===== src/rtl/core/rrbm_pkg.sv =====
// ----------------------------------------------------------------------------
// ROM/RAM bank mapper package
// Shared constants, region codes and the result item type of the mapper.
// ----------------------------------------------------------------------------
package rrbm_pkg;

    localparam int RamDepthDef    = 32768;
    localparam int RomAddrBitsDef = 21;
    localparam int QueueDepth     = 4;

    localparam int RamSizeW = 16;
    localparam int RomAddrW = 21;
    localparam int CfgDataW = 21;
    localparam int CfgIdxW  = 1;

    localparam logic CmdRead  = 1'b0;
    localparam logic CmdWrite = 1'b1;

    localparam logic [CfgIdxW-1:0] CfgRamSize = 1'b0;
    localparam logic [CfgIdxW-1:0] CfgRomMask = 1'b1;

    localparam logic [2:0] RgnRamEnable = 3'd0;
    localparam logic [2:0] RgnLowBank   = 3'd1;
    localparam logic [2:0] RgnHighBank  = 3'd2;
    localparam logic [2:0] RgnMode      = 3'd3;
    localparam logic [2:0] RgnCartRam   = 3'd5;

    localparam logic [3:0] RamEnableKey = 4'hA;
    localparam logic [7:0] RamOpenData  = 8'hFF;

    localparam logic [RomAddrW-1:0] RomMaskReset = 21'h007FFF;

    typedef struct packed {
        logic [7:0]          read_data;
        logic                rom_read;
        logic [RomAddrW-1:0] rom_address;
        logic                bad_address;
    } t_res;

endpackage


===== src/rtl/core/rrbm_queue.sv =====
// ----------------------------------------------------------------------------
// Bank mapper result queue
// Holds finished result items until the consumer takes them, and reports
// whether another item may enter the front end.
// ----------------------------------------------------------------------------
module rrbm_queue #(
    parameter int DEPTH = 4
) (
    input  logic           i_clk,
    input  logic           i_rst_n,
    input  logic           i_push,
    input  rrbm_pkg::t_res i_res,
    input  logic           i_inflight,
    input  logic           i_stall,
    output logic           o_room,
    output logic           o_valid,
    output rrbm_pkg::t_res o_res
);

    import rrbm_pkg::*;

    localparam int PtrW = (DEPTH > 1) ? $clog2(DEPTH) : 1;
    localparam int LvlW = $clog2(DEPTH + 1);
    localparam logic [LvlW:0] DepthLim = (LvlW+1)'(DEPTH);

    t_res            r_mem [DEPTH];
    logic [PtrW-1:0] r_wptr;
    logic [PtrW-1:0] r_rptr;
    logic [LvlW-1:0] r_level;
    logic [PtrW-1:0] n_wptr;
    logic [PtrW-1:0] n_rptr;
    logic            pop;

    assign o_valid = (r_level != '0);
    assign o_res   = r_mem[r_rptr];
    assign pop     = o_valid && !i_stall;
    assign o_room  = ({1'b0, r_level} + (LvlW+1)'(i_inflight)) < DepthLim;

    assign n_wptr = (r_wptr == PtrW'(DEPTH - 1)) ? '0 : r_wptr + 1'b1;
    assign n_rptr = (r_rptr == PtrW'(DEPTH - 1)) ? '0 : r_rptr + 1'b1;

    always_ff @(posedge i_clk) begin
        if (!i_rst_n) begin
            r_wptr  <= '0;
            r_rptr  <= '0;
            r_level <= '0;
        end else begin
            if (i_push) begin
                r_wptr <= n_wptr;
            end
            if (pop) begin
                r_rptr <= n_rptr;
            end
            if (i_push && !pop) begin
                r_level <= r_level + 1'b1;
            end else if (!i_push && pop) begin
                r_level <= r_level - 1'b1;
            end
        end
    end

    always_ff @(posedge i_clk) begin
        if (i_push) begin
            r_mem[r_wptr] <= i_res;
        end
    end

    a_no_overflow : assert property (@(posedge i_clk) disable iff (!i_rst_n)
        i_push |-> ({1'b0, r_level} < DepthLim) || pop)
        else $error("result item pushed into a full queue");

    a_level_bound : assert property (@(posedge i_clk) disable iff (!i_rst_n)
        {1'b0, r_level} <= DepthLim)
        else $error("queue level beyond its depth");

    a_room_means_space : assert property (@(posedge i_clk) disable iff (!i_rst_n)
        o_room |=> ({1'b0, r_level} < DepthLim) || !i_push || pop)
        else $error("item admitted without space in the queue");

endmodule


===== config.mk =====
export PLATFORM = sky130hd
export DESIGN_NAME = rrbm_queue
export DESIGN_NICKNAME = d
export VERILOG_FILES = /design/src/rtl/core/rrbm_pkg.sv /design/src/rtl/core/rrbm_queue.sv
export SDC_FILE = /design/constraint.sdc
export NUM_CORES = 1
export LEC_CHECK = 0
export ABC_AREA = 1
export ABC_CLOCK_PERIOD_IN_PS = 3700
export CAP_MARGIN = 20
export CORE_MARGIN = 2
export CORE_UTILIZATION = 60
export DETAILED_ROUTE_END_ITERATION = 16
export DONT_BUFFER_PORTS = 1
export GPL_TIMING_DRIVEN = 0
export PLACE_DENSITY = 0.76
export RECOVER_POWER = 50
export SLEW_MARGIN = 20
export SYNTH_ARGS = -nofsm -noshare
export SYNTH_HDL_FRONTEND = slang
export SYNTH_SLANG_ARGS = --single-unit
export TNS_END_PERCENT = 1

===== constraint.sdc =====
create_clock -name i_clk -period 3.7 [get_ports i_clk]
set_input_delay 0.37 -clock i_clk [delete_from_list [all_inputs] [get_ports i_clk]]
set_output_delay 0.37 -clock i_clk [all_outputs]
set_load 0.02 [all_outputs]

# After elaboration in Yosys (flattened, before gate mapping)
# Memories as Yosys holds them, arrays and structs flattened. A register that Yosys moved wholly into a read port is not among the register bits.
# Cells that the tools add are included.
dict set report classes {
  add_sub_neg 5
  multipliers 0
  n_div 0
  order_cmp 1
  eq_ne 2
  shift 0
  mux 8
  bitwise_logic 0
  reduce_logical 8
}
# cell n
set ops {}
lappend ops {{$mux W2} 4}
lappend ops {{$mux W3} 2}
lappend ops {{$add A2 B1 Y2 const B} 2}
lappend ops {{$add A3 B1 Y4} 1}
lappend ops {{$eq A2 B2 Y1 const B} 2}
lappend ops {{$lt A4 B3 Y1 const B} 1}
lappend ops {{$add A3 B1 Y3 const B} 1}
lappend ops {{$logic_and A1 B1 Y1} 3}
lappend ops {{$logic_not A1 Y1} 3}
lappend ops {{$reduce_bool A3 Y1} 1}
lappend ops {{$sub A3 B1 Y3 const B} 1}
lappend ops {{$mux W1} 2}
lappend ops {{$reduce_bool A2 Y1} 1}
dict set report word_totals {
  regBits 7
  latch_bits 0
  mem_bits_rw 124
  mem_bits_ro 0
  out_inout_bits 33
  mem_count 1
}
# memory depth word_bits rd rd_clocked_by_memory_dff wr line_no
set memory_table {}
lappend memory_table {r_mem 4 31 1 1 1 rrbm_queue.sv:26} ;# t_res r_mem [DEPTH];

# Longest topological paths before layout
# Gate-level depths: netlist of the first run.
dict set report logic_depth {
  ltp_word 5
  ltp_mapped 12
  depth_no_buf 12
}

# Worst setup path before layout of the first run
# No wires, ideal clock.
dict set report synth_timing {
  kind {flip-flop to flip-flop}
  from {register r_level[0]}
  to {register r_level[1]}
  setup_time_ns 0.116
  t_arrival_ns 1.628
  setup_slack_ns 1.956
  path_stages_with_launch 9
  n_path_buf 0
  cell_sequence {dfxtp_1 -> nor2_1 -> nand2_1 -> nand2_1 -> ha_1 -> inv_1 -> fa_1 -> o21ai_0 -> nor2_1}
}
dict set report synth_between {
  elab_chain_cells 5
  elab_cells_between_ends 10
  cone_classes {add/sub: 2; mux: 2; reduce/logical: 6}
}
# item line_no
set synth_rtl {}
lappend synth_rtl {{from (decl)} rrbm_queue.sv:29} ;# logic [LvlW-1:0] r_level;
lappend synth_rtl {{from (signal assigned)} rrbm_queue.sv:55} ;# r_level <= r_level + 1'b1;
lappend synth_rtl {{from (signal assigned)} rrbm_queue.sv:57} ;# r_level <= r_level - 1'b1;
lappend synth_rtl {{$reduce_bool A3 Y1 *} rrbm_queue.sv:34} ;# assign o_valid = (r_level != '0);
lappend synth_rtl {{via o_valid} rrbm_queue.sv:16} ;# output logic o_valid,
lappend synth_rtl {{$logic_and A1 B1 Y1 *} rrbm_queue.sv:36} ;# assign pop = o_valid && !i_stall;
lappend synth_rtl {{$logic_not A1 Y1} rrbm_queue.sv:54} ;# if (i_push && !pop) begin
lappend synth_rtl {{$logic_and A1 B1 Y1} rrbm_queue.sv:54}
lappend synth_rtl {{$mux W3 / $reduce_bool A2 Y1 (equally long branches)} -}
# The timed path passes the listed nets; every way through them passes the cells marked *. The select of a mux whose other input is x is not followed.
# A chain may end at the register's enable or synchronous reset.

==> qor.log, run 1 <==
INFO  sta            skew=0.00642ns
INFO  critical_path  worst_ep_required_time=3.33ns
INFO  detailed_routing route.top_layer_used=met4
INFO  sta            hold_fails_final_rpt=0
INFO  sta            worst_slew_margin_rel=0.0983
INFO  floorplan      fp-row-count=33
INFO  critical_path  worst_path_max_delay_cell=sky130_fd_sc_hd__o22ai_1
INFO  power_and_ir_drop total_power=4620uW
INFO  sta            tightestPinTransition=1.35ns
INFO  power_and_ir_drop net_sw_frac=0.315
INFO  yosys          synth.yosys.warnings=0
INFO  floorplan      initial_core_util=0.621
INFO  power_and_ir_drop cellInternalPower=3160uW
INFO  yosys          synth.yosys.seq_area_share=0.761
INFO  critical_path  reg2regPathDepth=4
INFO  global_routing globalRouteOverflowTotal=0
INFO  detailed_routing route.detailed.vias_per_inst=5.70
INFO  final_layout   n_antenna_cell=0
INFO  critical_path  path_cells=buf_2, o21ai_0, o22ai_1
INFO  critical_path  critical_r2r_launch=r_wptr[1]
INFO  yosys          postSynthCellCount=367
INFO  final_layout   fin_nets=461
INFO  floorplan      design.die.area=9300um2
INFO  sta            slew_violations=0
INFO  flow_run       max_cap_viol_count=0
INFO  detailed_routing totalWireLength=9750um
INFO  clock_network  clock_latency=0.50ns
INFO  yosys          syn_area=5130um2
INFO  sta            setup_tns=0ns
INFO  floorplan      core=8260um2
INFO  detailed_routing routedLengthMet1=3890um
INFO  critical_path  worst-path-stages=3
INFO  detailed_routing met3_wl_post_dr=811um
INFO  detailed_routing routed_wire_length_per_instance=18.2um
INFO  placed_design  detailedPlacementHpwl=5390um
INFO  critical_path  timing.critical_path.to_type=output pin
INFO  power_and_ir_drop switching_power=1460uW
INFO  power_and_ir_drop clockPowerShare=0.361
INFO  detailed_routing routed-wl-met2=4870um
INFO  worst_hold_path worst_hold_path.num_cells=2
INFO  detailed_routing drt_first_iter_violations=250
INFO  detailed_routing drc=0
INFO  run_status     outcome=finished, final reports clean
INFO  placed_design  io_buffers=0
INFO  clock_network  cts_tree=done
INFO  detailed_routing final_antenna_net_count=0
INFO  placed_design  gpl.final_weighted_congestion=0.730
INFO  yosys          syn_nets=410
INFO  power_and_ir_drop power_density=747nW/um2
INFO  floorplan      die_y=96.5um
INFO  final_layout   areaGrowthSynthToFinish=20.5%
INFO  global_routing grt_usage=0.228
INFO  detailed_routing total_via_count_in_the_routed_design=3049
INFO  power_and_ir_drop p_leak=0.00221uW
INFO  worst_hold_path hold_class=primary input to flop
INFO  clock_network  ctsLongestPathBuffers=2
INFO  critical_path  crit_path_start_kind=flop
INFO  detailed_routing drt-pass1-iter-count=5
INFO  floorplan      chipWidth=96.5um
INFO  yosys          post_synth_main_area_contributors=sky130_fd_sc_hd__edfxtp_1 73%, sky130_fd_sc_hd__nor2_1 5.3%, sky130_fd_sc_hd__o22ai_1 3.8%, sky130_fd_sc_hd__dfxtp_1 3.5%, sky130_fd_sc_hd__o21ai_1 3.3%
INFO  clock_network  cts_root_buffer=sky130_fd_sc_hd__clkbuf_8
INFO  global_routing grt_first_pass_wirelength=14800um
INFO  power_and_ir_drop p_seq_frac=0.386
INFO  yosys          synth_top_area_cell=sky130_fd_sc_hd__edfxtp_1
INFO  clock_network  cts.htree.levels=4
INFO  final_layout   layout_cells_sized_above_1=0.126
INFO  critical_path  cp_max_fo=10
INFO  clock_network  cts.repair_timing.setup_buffer_count=0
INFO  sta            finalWorstPathRequiredPeriod=2.18ns
INFO  clock_network  tritoncts.num_buffers=17
INFO  sta            max_freq=459MHz
INFO  global_routing via_count_of_the_first_global_routing_pass=3021
INFO  yosys          synth_area_per_cell=14.0um2
INFO  yosys          synth_top_cell_area_share=0.726
INFO  critical_path  critical_path.endpoint=o_res[12]
INFO  yosys          synth_cell_type_count=21
INFO  critical_path  worst-r2r-setup-slack=1.72ns
INFO  power_and_ir_drop ir_worst_vdd=412uV
INFO  yosys          synth_seq_cells=133
INFO  power_and_ir_drop power.share.combinational=0.253
INFO  critical_path  cp.buffers_inverters=1
INFO  critical_path  arrival_time_of_the_worst_setup_path=1.81ns
INFO  sta            number_of_failing_setup_endpoints_in_the_final_timing_report=0
INFO  critical_path  cpPeakStageDelay=0.48ns
INFO  clock_network  resized_gates_after_cts=0
INFO  critical_path  crit-reg2reg-capture=r_mem[1][13]
INFO  sta            timing.final.crit_share=0.589
INFO  sta            grt_setup_unrepaired=no
INFO  critical_path  criticalPathCategory=flop to output pin
INFO  global_routing antenna_found_initial=0
INFO  floorplan      boundaryPins=69
INFO  clock_network  clk_transition_reported_paths=0.05ns
INFO  critical_path  worst_path_dominant_cell_family=compound AO/OA/AOI/OAI gates
INFO  global_routing maximum_number_of_pins_on_one_net_before_global_route_repair=32
INFO  clock_network  cts.sink_count=133
==> worst min-delay path by stage <==
stage,from,endpoint,slack [ns]
5_1_grt,i_push,r_wptr[1],0.08
2_1_floorplan,i_res[0],r_mem[0][0],0.47
4_1_cts,i_push,r_wptr[1],0.05
3_3_place_gp,i_res[2],r_mem[0][2],0.47
6_report,i_push,r_wptr[1],0.07
3_5_place_dp,i_res[6],r_mem[3][6],0.47
==> per-stage QoR <==
step	hold slack, ns	cells	worst slack [ns]	cell area, um2	utilization
after global routing	0.0764	535	1.43	6180	0.749
after CTS	0.0465	535	1.49	6180	0.749
after global placement	0.469	472	1.63	5260	0.637
after floorplan	0.469	367	1.96	5130	-
final	0.0661	535	1.52	6180	0.749
after detailed placement	0.469	472	1.80	5260	0.637
==> what timing repair did <==
item,4_1_cts,5_1_grt
endpoints found under the hold margin,132,0
setup endpoints to repair,0,0
hold buffers,32,0
==> flip-flops by register name, indices dropped and copies added, names as in the netlist, named ones only <==
signal,count
r_rptr,2
r_wptr,2
r_mem,124
r_level,3
==> synth_stat cells <==
library cell	count
sky130_fd_sc_hd__nand4_1	1
sky130_fd_sc_hd__inv_1	16
sky130_fd_sc_hd__nor3_1	1
sky130_fd_sc_hd__buf_6	10
sky130_fd_sc_hd__a21oi_1	3
sky130_fd_sc_hd__inv_8	1
sky130_fd_sc_hd__o21ai_1	34
sky130_fd_sc_hd__edfxtp_1	124
sky130_fd_sc_hd__nor2_1	72
sky130_fd_sc_hd__dfxtp_1	9
sky130_fd_sc_hd__nand2_1	14
sky130_fd_sc_hd__buf_4	3
sky130_fd_sc_hd__o21ai_0	30
sky130_fd_sc_hd__ha_1	6
sky130_fd_sc_hd__inv_2	1
sky130_fd_sc_hd__fa_1	1
sky130_fd_sc_hd__buf_2	6
sky130_fd_sc_hd__nand3_1	2
sky130_fd_sc_hd__xor2_1	1
sky130_fd_sc_hd__o22ai_1	31
sky130_fd_sc_hd__nand3b_1	1
==> worst register-to-register path, cell delays in order (launching register included) <==
cell and delay [ns]:
sky130_fd_sc_hd__dfxtp_1 0.33, sky130_fd_sc_hd__inv_1 0.10, sky130_fd_sc_hd__ha_1 0.14, sky130_fd_sc_hd__nand2_1 0.05, sky130_fd_sc_hd__inv_1 0.96
==> placed cells by master, fill, tap and decap left out, drive strengths merged <==
cell         Yosys  final
edfxtp         124    124
nor2            72     72
o21ai           64     64
dlygate4sd3      0     32
o22ai           31     31
buf             19     19
clkbuf           0     18
inv             18     18
nand2           14     14
dfxtp            9      9
clkinv           0      9
ha               6      6
bufinv           0      4
a21oi            3      3
nand3            2      2
xor2             1      1
nor3             1      1
nand3b           1      1
nand4            1      1
fa               1      1
==> routing by layer <==
layer / vias to the layer above / global-route usage
met5: - / 0
met4: 0 / 0.121
met3: 14 / 0.0815
met2: 142 / 0.356
met1: 1438 / 0.281
li1: 1455 / -
==> power groups by stage <==
stage	combinational (uW)	clock, uW	sequential [uW]
2_1_floorplan	896	0	1800
3_3_place_gp	1100	0	1810
3_5_place_dp	1130	0	1810
4_1_cts	1180	1690	1780
5_1_grt	1260	1760	1790
6_report	1170	1670	1780
==> layout make-up <==
cell class	instances	area, um2
Clock buffer	18	418
Multi-Input combinational cell	197	985
Timing Repair Buffer	32	320
Inverter	18	75.1
Fill cell	507	2080
Tap cell	105	131
Clock inverter	13	184
Buffer	19	165
Sequential cell	133	3900
==> logic make-up (layout without fill, tap and decap cells) <==
group,count (synthesis),in the layout,synth area share
flops,133,133,0.761
compound gates,98,98,0.103
simple gates,91,91,0.0686
buf+inv,37,100,0.0468
fa+ha+maj,7,7,0.0185
xor+xnor,1,1,0.00171
No activity file was read; power rests on OpenSTA's default activity.
==> inputs of run 2 (changes only) <==
- ABC_CLOCK_PERIOD_IN_PS: 3700 -> 2200
- clock period: 3.7 -> 2.2 ns (I/O delays scaled with it)
==> run 2 against run 1 <==
  * Clock-buffer cell count unchanged
  * Clock power rose by 69%
  * Core utilization rose by 0.12 points
  * Global-route usage hardly changed
  * Hold slack got worse by 0.040 ns
  * Worst setup slack got worse by 1.3 ns
  * Sequential cell count unchanged
  * Critical path depth stayed put
  * Register-to-register slack got worse by 1.4 ns
  * Highest routed layer unchanged
  * Cell area is 0.16% higher
  * First-iteration DRC count down 0.80%
  * Largest cell class unchanged
  * Wire length fell by 0.21%
==> qor.log, run 2 (synthesis results as in run 1) <==
INFO  run_status     outcome=finished, final reports clean [unchanged]
INFO  detailed_routing final_antenna_net_count=0 [unchanged]
INFO  floorplan      design.die.area=9300um2 [unchanged]
INFO  floorplan      chipWidth=96.5um [unchanged]
INFO  final_layout   mostFrequentLayoutCell=sky130_fd_sc_hd__edfxtp_1 [unchanged]
INFO  flow_run       max_cap_viol_count=0 [unchanged]
INFO  detailed_routing total_via_count_in_the_routed_design=3032 [was 3049]
INFO  final_layout   stdcell_area=6190um2 [was 6180 um2]
INFO  power_and_ir_drop power_density=1260nW/um2 [was 747 nW/um2]
INFO  final_layout   areaGrowthSynthToFinish=20.7% [was 20.5%]
INFO  sta            hold_fails_final_rpt=0 [unchanged]
INFO  final_layout   layout.cells.most_common_list=124 x sky130_fd_sc_hd__edfxtp_1, 72 x sky130_fd_sc_hd__nor2_1, 34 x sky130_fd_sc_hd__o21ai_1 [unchanged]
INFO  final_layout   layout.core_utilization=0.750 [was 0.749]
INFO  global_routing grt_first_pass_wirelength=14800um [about the same]
INFO  critical_path  timing.critical_path.to_type=output pin [unchanged]
INFO  sta            grt_setup_unrepaired=no [unchanged]
INFO  sta            number_of_failing_setup_endpoints_in_the_final_timing_report=0 [unchanged]
INFO  sta            finalWorstPathRequiredPeriod=2.02ns
INFO  sta            setup_tns=0ns [unchanged]
INFO  final_layout   flip_flop_count_of_the_largest_register_after_layout=124 [unchanged]
INFO  worst_hold_path hold_class=primary input to flop [unchanged]
INFO  clock_network  cts.htree.levels=4 [unchanged]
INFO  final_layout   regMostFlops=r_mem [unchanged]
INFO  clock_network  ctsLongestPathBuffers=2 [unchanged]
INFO  power_and_ir_drop ir_worst_vdd=694uV [was 412 uV]
INFO  global_routing maximum_number_of_pins_on_one_net_before_global_route_repair=32 [unchanged]
INFO  sta            slew_violations=0 [unchanged]
INFO  global_routing via_count_of_the_first_global_routing_pass=3029 [was 3021]
INFO  final_layout   layout_cells_sized_above_1=0.128 [was 0.126]
INFO  placed_design  io_buffers=0 [unchanged]
INFO  critical_path  crit_path_start_kind=flop [unchanged]
INFO  sta            timing.final.crit_share=0.920
INFO  sta            max_freq=494MHz
INFO  placed_design  gpl.final_weighted_congestion=0.730 [unchanged]
INFO  power_and_ir_drop p_leak=0.00221uW [about the same]
INFO  worst_hold_path worstHoldStart=i_stall [was i_push]
INFO  placed_design  placed_cell_area=5260um2 [unchanged]
INFO  detailed_routing routed_wire_length_per_instance=18.2um [about the same]
INFO  critical_path  critical_r2r_launch=r_level[0] [was r_wptr[1]]
INFO  floorplan      fp-row-count=33 [unchanged]
INFO  sta            worst_slew_margin_rel=0.482 [was 0.0983]
INFO  global_routing globalRouteOverflowTotal=0 [unchanged]
INFO  floorplan      die_y=96.5um [unchanged]
INFO  clock_network  clock_latency=0.50ns [about the same]
INFO  detailed_routing route.detailed.vias_per_inst=5.66 [was 5.70]
INFO  final_layout   biggestRegsByFlops=r_mem x124, r_level x3 [unchanged]
INFO  sta            tightestPinTransition=0.776ns [was 1.35 ns]
INFO  global_routing grt_usage=0.228 [about the same]
INFO  detailed_routing drc=0 [unchanged]
INFO  final_layout   n_antenna_cell=0 [unchanged]
INFO  floorplan      boundaryPins=69 [unchanged]
INFO  clock_network  cts.sink_count=133 [unchanged]
INFO  clock_network  clk_transition_reported_paths=0.05ns [about the same]
INFO  clock_network  cts_tree=done [unchanged]
INFO  critical_path  cp_max_fo=10 [unchanged]
INFO  placed_design  detailedPlacementHpwl=5390um [unchanged]
INFO  clock_network  tritoncts.num_buffers=17 [unchanged]
INFO  critical_path  criticalPathCategory=flop to output pin [unchanged]
INFO  critical_path  arrival_time_of_the_worst_setup_path=1.80ns [was 1.81 ns]
INFO  detailed_routing drt-pass1-iter-count=4 [was 5]
INFO  clock_network  cts_root_buffer=sky130_fd_sc_hd__clkbuf_8 [unchanged]
INFO  floorplan      initial_core_util=0.621 [unchanged]
INFO  global_routing antenna_found_initial=0 [unchanged]
INFO  detailed_routing totalWireLength=9730um [was 9750 um]
INFO  detailed_routing drt_first_iter_violations=248 [was 250]
INFO  critical_path  worst_ep_required_time=1.98ns [was 3.33 ns]
INFO  sta            skew=0.00693ns [was 0.00642 ns]
INFO  final_layout   fin_nets=462 [was 461]
INFO  floorplan      core=8260um2 [unchanged]
[run 2: cell types whose count changed in the layout (fill, tap and decap cells not counted), sizes merged]
cell and delta:
dlygate4sd3 +1
[run 2: worst paths after layout]
path           endpoint  depth (start not counted)  slack (ns)
max           o_res[12]                          3        0.18
min           r_rptr[1]                          3        0.03
max reg2reg  r_level[1]                          8        0.29
min reg2reg   r_wptr[1]                          2        0.54
[run 2: final cells by class]
| cell class | instances | area, um2 |
|---|---|---|
| Sequential cell | 133 | 3900 |
| Tap cell | 105 | 131 |
| Clock inverter | 13 | 184 |
| Clock buffer | 18 | 418 |
| Multi-Input combinational cell | 197 | 985 |
| Buffer | 19 | 165 |
| Fill cell | 506 | 2070 |
| Inverter | 18 | 75.1 |
| Timing Repair Buffer | 33 | 330 |
[run 2: timing repair]
| item | 4_1_cts | 5_1_grt |
|---|---|---|
| hold endpoints to repair | 133 | 0 |
| buffers inserted | 0 | 0 |
| resized for setup | 0 | 0 |
| hold buffers | 33 | 0 |
[run 2: power breakdown]
group / total (uW) / internal, uW / switching (uW)
clock: 2820 / 1830 / 985
combinational: 1960 / 563 / 1400
sequential: 3000 / 2930 / 70.9
[run 2: critical path: stages, from the launching register on]
cell	delay, ns
sky130_fd_sc_hd__dfxtp_1	0.42
sky130_fd_sc_hd__buf_2	0.26
sky130_fd_sc_hd__o21ai_0	0.13
sky130_fd_sc_hd__o22ai_1	0.49
[run 2: metal layers]
| metal | global-route usage | wire length, um |
|---|---|---|
| met3 | 0.0815 | 578 |
| met4 | 0.121 | 201 |
| met1 | 0.281 | 4110 |
| met2 | 0.357 | 4840 |
| met5 | 0 | 0 |
[run 2: per-stage QoR]
step | instances | setup WS [ns] | power, uW | hold slack [ns]
3_3_place_gp | 472 | 0.132 | 4900 | 0.319
6_report | 536 | 0.176 | 7780 | 0.0263
5_1_grt | 536 | 0.0836 | 8110 | 0.0542
2_1_floorplan | 367 | 0.456 | 4540 | 0.319
3_5_place_dp | 472 | 0.302 | 4950 | 0.319
4_1_cts | 536 | 0.139 | 7820 | 0.00762
==> inputs of run 3 (changes only) <==
- CELL_PAD_IN_SITES_DETAIL_PLACEMENT: default -> 1
- CELL_PAD_IN_SITES_GLOBAL_PLACEMENT: default -> 2
- CORE_UTILIZATION: 60 -> 44
- HOLD_SLACK_MARGIN: default -> 0.12
- PLACE_DENSITY: 0.76 -> default
- PLACE_DENSITY_LB_ADDON: default -> 0.1
==> run 3 against run 2 <==
  * Die area grew 35%
  * Critical path depth is the same
  * Fmax grew 1.5%
  * First-iteration DRC count shrank 49%
  * Cell area grew 2.4%
  * Hold slack gained 0.14 ns
  * Core utilization shrank 19 points
  * Clock power is essentially flat
  * Sequential power is essentially flat
==> qor.log, run 3 (synthesis results as in run 1) <==
INFO  sta            slew_violations=0 [unchanged]
INFO  flow_run       max_cap_viol_count=0 [unchanged]
INFO  detailed_routing route.detailed.vias_per_inst=5.42 [was 5.66]
INFO  floorplan      chipWidth=112um [was 96.5 um]
INFO  critical_path  timing.critical_path.to_type=output pin [unchanged]
INFO  clock_network  clk_transition_reported_paths=0.06ns [was 0.05 ns]
INFO  global_routing globalRouteOverflowTotal=0 [unchanged]
INFO  global_routing via_count_of_the_first_global_routing_pass=3351 [was 3029]
INFO  final_layout   areaGrowthSynthToFinish=23.6% [was 20.7%]
INFO  final_layout   fin_nets=467 [was 462]
INFO  clock_network  tritoncts.num_buffers=17 [unchanged]
INFO  sta            skew=0.00694ns [was 0.00693 ns]
INFO  clock_network  cts_tree=done [unchanged]
INFO  global_routing antenna_found_initial=0 [unchanged]
INFO  final_layout   n_antenna_cell=0 [unchanged]
INFO  worst_hold_path endpoint_with_the_worst_hold_slack=r_level[0] [was r_rptr[1]]
INFO  final_layout   flip_flop_count_of_the_largest_register_after_layout=124 [unchanged]
INFO  final_layout   mostFrequentLayoutCell=sky130_fd_sc_hd__edfxtp_1 [unchanged]
INFO  worst_hold_path worstHoldStart=i_push [was i_stall]
INFO  placed_design  detailedPlacementHpwl=6780um [was 5390 um]
INFO  sta            worst_slew_margin_rel=0.508 [was 0.482]
INFO  floorplan      core=11400um2 [was 8260 um2]
INFO  detailed_routing drc=0 [unchanged]
INFO  sta            hold_fails_final_rpt=0 [unchanged]
INFO  sta            tightestPinTransition=0.738ns [was 0.776 ns]
INFO  sta            finalWorstPathRequiredPeriod=1.99ns [was 2.02 ns]
INFO  final_layout   layout_cells_sized_above_1=0.130 [was 0.128]
INFO  detailed_routing final_antenna_net_count=0 [unchanged]
INFO  final_layout   fillerInstances=1104 [was 506]
INFO  placed_design  gpl.final_weighted_congestion=0.689 [was 0.730]
INFO  floorplan      boundaryPins=69 [unchanged]
INFO  detailed_routing drt-pass1-iter-count=4 [unchanged]
INFO  floorplan      initial_core_util=0.449 [was 0.621]
INFO  sta            timing.final.crit_share=0.907 [was 0.920]
INFO  floorplan      fp-row-count=39 [was 33]
INFO  power_and_ir_drop ir_worst_vdd=742uV [was 694 uV]
INFO  critical_path  critical_r2r_launch=r_level[0] [unchanged]
INFO  critical_path  worst-r2r-setup-slack=0.23ns [was 0.29 ns]
INFO  critical_path  arrival_time_of_the_worst_setup_path=1.77ns [was 1.80 ns]
INFO  clock_network  resized_gates_after_cts=0 [unchanged]
INFO  final_layout   multiInputGateArea=985um2 [unchanged]
INFO  global_routing maximum_number_of_pins_on_one_net_before_global_route_repair=24 [was 32]
INFO  critical_path  criticalPathCategory=flop to output pin [unchanged]
INFO  global_routing grt_first_pass_wirelength=17900um [was 14800 um]
INFO  critical_path  crit-reg2reg-capture=r_level[2] [was r_level[1]]
INFO  critical_path  crit_path_start_kind=flop [unchanged]
INFO  final_layout   seqCellArea=3900um2 [unchanged]
INFO  floorplan      design.die.area=12500um2 [was 9300 um2]
INFO  clock_network  cts.htree.levels=4 [unchanged]
INFO  final_layout   stdcell_count=580 [was 536]
INFO  clock_network  cts.repair_timing.setup_buffer_count=0 [unchanged]
INFO  detailed_routing total_via_count_in_the_routed_design=3143 [was 3032]
INFO  sta            number_of_failing_setup_endpoints_in_the_final_timing_report=0 [unchanged]
INFO  detailed_routing totalWireLength=11600um [was 9730 um]
INFO  placed_design  placed_cells=514 [was 472]
INFO  global_routing grt_usage=0.196 [was 0.228]
INFO  clock_network  cts_root_buffer=sky130_fd_sc_hd__clkbuf_16 [was sky130_fd_sc_hd__clkbuf_8]
INFO  worst_hold_path hold_class=primary input to flop [unchanged]
INFO  final_layout   biggestRegsByFlops=r_mem x124, r_level x3 [unchanged]
INFO  power_and_ir_drop p_leak=0.00225uW [was 0.00221 uW]
INFO  detailed_routing drt_first_iter_violations=126 [was 248]
INFO  clock_network  cts.sink_count=133 [unchanged]
INFO  critical_path  worst_ep_required_time=1.98ns [about the same]
INFO  critical_path  reg2regPathDepth=12 [was 8]
INFO  placed_design  io_buffers=0 [unchanged]
INFO  final_layout   layout.cells.most_common_list=124 x sky130_fd_sc_hd__edfxtp_1, 72 x sky130_fd_sc_hd__nor2_1, 34 x sky130_fd_sc_hd__o21ai_1, 34 x sky130_fd_sc_hd__dlygate4sd3_1, 31 x sky130_fd_sc_hd__o22ai_1 [was 124 x sky130_fd_sc_hd__edfxtp_1, 72 x sky130_fd_sc_hd__nor2_1, 34 x sky130_fd_sc_hd__o21ai_1]
INFO  clock_network  ctsLongestPathBuffers=2 [unchanged]
INFO  power_and_ir_drop power_density=1240nW/um2 [was 1260 nW/um2]
INFO  floorplan      die_y=112um [was 96.5 um]
INFO  run_status     outcome=finished, final reports clean [unchanged]
INFO  final_layout   regMostFlops=r_mem [unchanged]
INFO  clock_network  clock_latency=0.42ns [was 0.50 ns]
INFO  sta            max_freq=501MHz [was 494 MHz]
INFO  sta            grt_setup_unrepaired=no [unchanged]
INFO  sta            setup_tns=0ns [unchanged]
INFO  critical_path  cp_max_fo=10 [unchanged]
INFO  sta            hold_ws=0.162ns [was 0.0263 ns]
INFO  detailed_routing routed_wire_length_per_instance=19.9um [was 18.2 um]
INFO  worst_hold_path worst_hold_path.num_cells=3 [unchanged]
==> run 3: critical path: stages (launching register included) <==
cell                      delay (ns)
sky130_fd_sc_hd__dfxtp_1        0.42
sky130_fd_sc_hd__buf_2          0.29
sky130_fd_sc_hd__o21ai_0        0.17
sky130_fd_sc_hd__o22ai_1        0.48
==> run 3: per-layer routing <==
layer,GRT usage,routed length (um)
met1,0.229,4880
met5,0,0
met2,0.324,5800
met3,0.0615,580
met4,0.105,307
==> run 3: worst max path at each step <==
stage / startpoint / end / slack, ns / depth (start not counted)
after floorplan: r_level[0] / r_level[1] / 0.46 / 8
after global placement: r_wptr[0] / r_mem[3][15] / 0.007 / 3
after detailed placement: r_level[0] / r_level[1] / 0.25 / 8
after CTS: flop / o_res[18] / 0.18 / 3
after global routing: r_level[1] / r_level[2] / 0.07 / 11
final: flop / o_res[18] / 0.21 / 3
==> run 3: per-stage QoR <==
stage / total power (uW) / setup WS, ns / util / instance area (um2)
global route: 8180 / 0.0729 / 0.555 / 6340
detailed placement: 5030 / 0.255 / 0.474 / 5410
floorplan: 4540 / 0.456 / - / 5130
finish: 7850 / 0.205 / 0.555 / 6340
global placement: 4970 / 0.00661 / 0.465 / 5310
CTS: 7910 / 0.183 / 0.555 / 6340
==> run 3: final cells by class <==
type,count,share of cell area
Inverter,18,0.0118
Timing Repair Buffer,38,0.0699
Sequential cell,133,0.616
Clock buffer,17,0.0671
Buffer,19,0.0261
Tap cell,143,0.0282
Multi-Input combinational cell,197,0.155
Clock inverter,15,0.0257
==> run 3: where the power goes <==
group	internal, uW	total [uW]	switching [uW]	leakage (uW)
Clock	1760	2810	1050	0.000284
Combinational	584	2040	1460	0.000748
Sequential	2920	3000	73.9	0.00121
Total	5270	7850	2580	0.00225
==> run 3: timing repair <==
item,in CTS,in global routing
hold endpoints to repair,133,0
endpoints found under the setup margin,0,0
hold buffers,34,0
